### src/rtl/tgp_pkg.sv
// ----------------------------------------------------------------------------
// tgp_pkg
// Shared types, command codes and helpers for the turtle grid plotter.
// ----------------------------------------------------------------------------
package tgp_pkg;

  localparam int GRID_SIZE_DEF = 64;
  localparam int MAX_SIDE      = 64;
  localparam int COORD_W       = 6;
  localparam int BITS_W        = 64;
  localparam int KIND_W        = 3;
  localparam int DIST_W        = 6;

  // command kinds
  localparam logic [KIND_W-1:0] K_PEN_UP   = 3'd0;
  localparam logic [KIND_W-1:0] K_PEN_DOWN = 3'd1;
  localparam logic [KIND_W-1:0] K_TURN_R   = 3'd2;
  localparam logic [KIND_W-1:0] K_TURN_L   = 3'd3;
  localparam logic [KIND_W-1:0] K_MOVE     = 3'd4;
  localparam logic [KIND_W-1:0] K_DUMP     = 3'd5;

  // headings
  localparam logic [1:0] H_RIGHT = 2'd0;
  localparam logic [1:0] H_DOWN  = 2'd1;
  localparam logic [1:0] H_LEFT  = 2'd2;
  localparam logic [1:0] H_UP    = 2'd3;

  typedef logic [COORD_W-1:0] coord_t;
  typedef logic [BITS_W-1:0]  row_bits_t;

  // grid access for one cycle: a read and a write, each with its own row
  typedef struct packed {
    logic      rd;
    coord_t    rd_row;
    logic      wr;
    coord_t    wr_row;
    row_bits_t wr_bits;
  } grid_req_t;

  // ones in bits below n, all ones from n = 64 up
  function automatic row_bits_t lowmask(input logic [COORD_W:0] n);
    row_bits_t m;
    if (n >= 7'(BITS_W)) begin
      m = '1;
    end else begin
      m = (row_bits_t'(1) << n[COORD_W-1:0]) - row_bits_t'(1);
    end
    return m;
  endfunction

endpackage

### src/rtl/tgp_grid.sv
// ----------------------------------------------------------------------------
// tgp_grid
// Grid row store: one read and one write port, registered read data, and a
// per-row valid flag so that rows not yet written read back as zero.
// ----------------------------------------------------------------------------
module tgp_grid #(
  parameter int DEPTH = tgp_pkg::MAX_SIDE
) (
  input  logic                clk,
  input  logic                rst_n,
  input  tgp_pkg::grid_req_t  req,
  output tgp_pkg::row_bits_t  rd_data
);
  import tgp_pkg::*;

  localparam int AW = $clog2(DEPTH);

  row_bits_t        mem_r [DEPTH];
  logic [DEPTH-1:0] vld_r;
  row_bits_t        q_r;
  logic             q_vld_r;

  always_ff @(posedge clk) begin
    if (req.wr) begin
      mem_r[req.wr_row[AW-1:0]] <= req.wr_bits;
    end
    if (req.rd) begin
      q_r <= mem_r[req.rd_row[AW-1:0]];
    end
  end

  always_ff @(posedge clk) begin
    if (!rst_n) begin
      vld_r   <= '0;
      q_vld_r <= 1'b0;
    end else begin
      if (req.wr) begin
        vld_r[req.wr_row[AW-1:0]] <= 1'b1;
      end
      if (req.rd) begin
        q_vld_r <= vld_r[req.rd_row[AW-1:0]];
      end
    end
  end

  assign rd_data = q_vld_r ? q_r : '0;

endmodule

### config.mk
export PLATFORM = sky130hd
export DESIGN_NAME = tgp_grid
export DESIGN_NICKNAME = d
export VERILOG_FILES = /design/src/rtl/tgp_pkg.sv /design/src/rtl/tgp_grid.sv
export SDC_FILE = /design/constraint.sdc
export NUM_CORES = 2
export LEC_CHECK = 0
export BUFFER_PORTS_ARGS = -buffer_cell sky130_fd_sc_hd__clkbuf_2
export CORE_MARGIN = 10
export CORE_UTILIZATION = 40
export CTS_BUF_LIST = sky130_fd_sc_hd__clkbuf_4
export DETAILED_ROUTE_END_ITERATION = 12
export HOLD_SLACK_MARGIN = 0.02
export PLACE_DENSITY_LB_ADDON = 0.15
export SYNTH_ARGS = -nofsm -noshare
export SYNTH_HDL_FRONTEND = slang
export SYNTH_SLANG_ARGS = --single-unit
### constraint.sdc
create_clock -name clk -period 8.4 [get_ports clk]
set_input_delay 1.68 -clock clk [delete_from_list [all_inputs] [get_ports clk]]
set_output_delay 1.68 -clock clk [all_outputs]
set_load 0.02 [all_outputs]
==> impl_metrics.csv <==
group,metric,value,unit
status,status,"finished, final reports clean",
worst_setup_path,critPathMaxStageDelay,0.99,ns
drt,wl_met3,36700,µm
clock_network,clk_latency,1.73,ns
worst_setup_path,required,6.72,ns
cells_and_area,area_growth,14.3,%
min_path,min-delay-start,"vld_r[12]",
worst_setup_path,start_kind,"flop",
worst_setup_path,cpLargestDelayFamily,"flip-flops",
floorplan,die_width,652,µm
worst_setup_path,cp-end-kind,"output pin",
synth,synth_cell_types,30,
drt,wl_met1,192000,µm
global_routing,grt_pass1_vias,82400,
run,maxCapViolCount,0,
worst_setup_path,crit_slowest_cell,"dfxtp_4",
cells_and_area,nets,7624,
floorplan,fp.dieH,652,µm
drt,vias,79000,
worst_setup_path,critPathBufInv,1,
sta,relSlewSlack,9.88,%
drt,first_iter_violations,9609,
worst_setup_path,path_cells,"and2_1 > clkbuf_2",
power,p_per_area,237,mW/mm²
synth,syn-cell-area,0.160,mm²
power,ir_drop,0.000143,V
synth,yosysWarnings,0,
power,leakage,57.8,nW
drt,routed_wl,481000,µm
min_path,min_path_cells,1,
floorplan,core-area,0.397,mm²
synth,synth.avg_cell_area,25.2,µm²
global_routing,grt_pass1_wl,661000,µm
floorplan,die_area,0.425,mm²
floorplan,ioPinCount,144,
worst_setup_path,cp-startpoint,"q_vld_r",
synth,syn_nets,6400,
clock_network,cts_buffer_depth,5,
synth,yosysSeqAreaShare,79.1,%
power,total_power,43.3,mW
drt,met2_length,240000,µm
drt,wl_per_cell,35.6,µm
sta,fin_skew,0.106,ns
synth,synth_top_area_cell,"edfxtp_1",
worst_setup_path,crit-reg2reg-launch,"mem_r[12][35]",
clock_network,cts-htree-levels,7,
worst_setup_path,cp_num_cells,2,
worst_setup_path,worstPathArrival,3.25,ns
global_routing,grt_start_max_net_pins,130,
cells_and_area,fin_util,46.0,%
clock_network,root_buffer,"clkbuf_4",
clock_network,postCtsSetupBuffers,0,
drt,top_layer_used,"met5",
clock_network,cts_tree,"done",
sta,period_minus_slack,4.93,ns
worst_setup_path,reg2regPathDepth,4,
clock_network,cts_hold_buf,0,
synth,syn_inst,6320,
sta,setup_viol_count_final,0,
sta,finalHoldViolations,0,
min_path,hold_class,"flop to flop",
worst_setup_path,worst-path-max-fanout,65,
global_routing,grt_overflow,0,
min_path,hold_end,"vld_r[12]",
placement,place_hpwl,242000,µm
clock_network,clkSinkCount,4225,
drt,drc_errors,0,
worst_setup_path,r2r_slack,5.88,ns
placement,gp_congestion,0.757,
sta,fmax,203,MHz
floorplan,row_count,231,
synth,synth_top_area_share,78.3,%
sta,min_period_over_period,58.7,%
worst_setup_path,r2r_end,"q_r[35]",
worst_setup_path,crit_type,"flop to output pin",
floorplan,start_util,40.2,%
synth,ys_ff_latch,4225,
global_routing,antenna_found_initial,53,
drt,via_per_inst,5.84,
sta,worst_pin_slew,1.35,ns
placement,io_buffers,143,
sta,totalNegativeSetupSlack,0,ns
global_routing,gr-usage-all-layers,22.6,%
clock_network,clk_pin_slew,0.05,ns
clock_network,cts_resized,0,
sta,rsz0062_at_grt,"false",
synth,netlist_top_cells_area,"edfxtp_1 78%, mux4_2 18%, dfxtp_1 0.82%",
clock_network,numCtsBuffers,1187,
sta,slew_viol_final,0,
drt,drtAntennaViolNets,0,
cells_and_area,final_layout_size_suffix_gt1_share,42.4,%
drt,dr.pass1.iters,5,
where the power goes:
part           switching, mW  internal (mW)  leakage [nW]
Clock                   8.16           9.74          8.46
Combinational           1.14          0.781          11.3
Sequential             0.103           23.4          38.0
worst max-delay path by stage:
stage,end,slack (ns)
final,rd_data[55],3.47
after global routing,rd_data[55],3.25
after CTS,rd_data[55],3.17
after detailed placement,q_r[2],2.95
after global placement,q_r[2],2.95
after floorplan,mem_r[40][0],1.27
synth_stat cells:
| library cell | n |
|---|---|
| edfxtp_1 | 4160 |
| mux4_2 | 1290 |
| clkbuf_1 | 188 |
| a22oi_1 | 131 |
| buf_2 | 109 |
| nand2_1 | 72 |
| and2_1 | 65 |
| dfxtp_1 | 65 |
| nor2_1 | 64 |
| o21a_1 | 64 |
| buf_1 | 37 |
| nor2b_1 | 16 |
| nand2b_1 | 10 |
| nand3_1 | 10 |
| a2111oi_0 | 6 |
| buf_4 | 4 |
| mux2_2 | 4 |
| nor3_1 | 4 |
| buf_6 | 3 |
| nand4_1 | 3 |
| a211oi_1 | 2 |
| mux2i_1 | 2 |
| nor4_1 | 2 |
| o21ai_0 | 2 |
| o22ai_1 | 2 |
| a311oi_1 | 1 |
| a31oi_1 | 1 |
| a41oi_1 | 1 |
| nand3b_1 | 1 |
| or3_1 | 1 |
stage by stage:
step           instance area (µm²)  setup slack [ns]  hold slack [ns]  cells
2_1_floorplan               160000              1.27            0.433   6320
3_3_place_gp                168000              2.95            0.441  11600
3_5_place_dp                168000              2.95            0.446  11600
4_1_cts                     182000              3.17            0.351  13500
5_1_grt                     182000              3.25            0.384  13500
6_report                    182000              3.47            0.461  13500
sequential cells by signal, summed over array words and instances (netlist names):
register,cells
mem_r,4096
q_r,64
vld_r,64
q_vld_r,1
cells by family after synthesis:
kind of cell / Yosys count / share of synthesized area [%]
DFF: 4225 / 79.1
and+or+nand+nor: 248 / 0.749
muxes: 1296 / 18.2
AOI/OAI and AO/OA: 210 / 0.989
buffers and inverters: 341 / 0.911
cell type report:
type	instances	area (µm²)
fillers	33200	214000
flip-flops and latches	4225	126000
clock buffers	1711	12800
repair buffers	376	3140
well taps	5242	6560
clock inverters	187	1180
multi-input cells	1754	32400
diodes	36	90.1
placed cells by master (no fill, tap or decap), types with 3 or more instances in the layout:
| cell type | Yosys | layout |
|---|---|---|
| nand4_1 | 3 | 3 |
| clkbuf_2 | 0 | 138 |
| clkinv_4 | 0 | 3 |
| clkinv_1 | 0 | 135 |
| nand2b_1 | 10 | 10 |
| clkbuf_4 | 0 | 1711 |
| o21a_1 | 64 | 64 |
| bufinv_16 | 0 | 17 |
| a22oi_1 | 131 | 131 |
| a2111oi_0 | 6 | 6 |
| nor2_4 | 0 | 61 |
| diode_2 | 0 | 36 |
| nor2b_1 | 16 | 14 |
| nor2_1 | 64 | 3 |
| buf_12 | 0 | 51 |
| inv_2 | 0 | 19 |
| buf_8 | 0 | 3 |
| nor3_2 | 0 | 4 |
| mux4_2 | 1290 | 1290 |
| nand2_1 | 72 | 72 |
| dfxtp_1 | 65 | 64 |
| and2_1 | 65 | 64 |
| mux2_2 | 4 | 4 |
| edfxtp_1 | 4160 | 4160 |
| nand3_1 | 10 | 10 |
| buf_4 | 4 | 183 |
| clkinv_2 | 0 | 12 |
routing by layer:
metal	up-vias	GRT usage [%]
li1	30800	-
met1	43800	30.0
met2	3695	37.1
met3	699	5.03
met4	24	7.49
met5	-	0
Power figures use the tool's default switching activity.
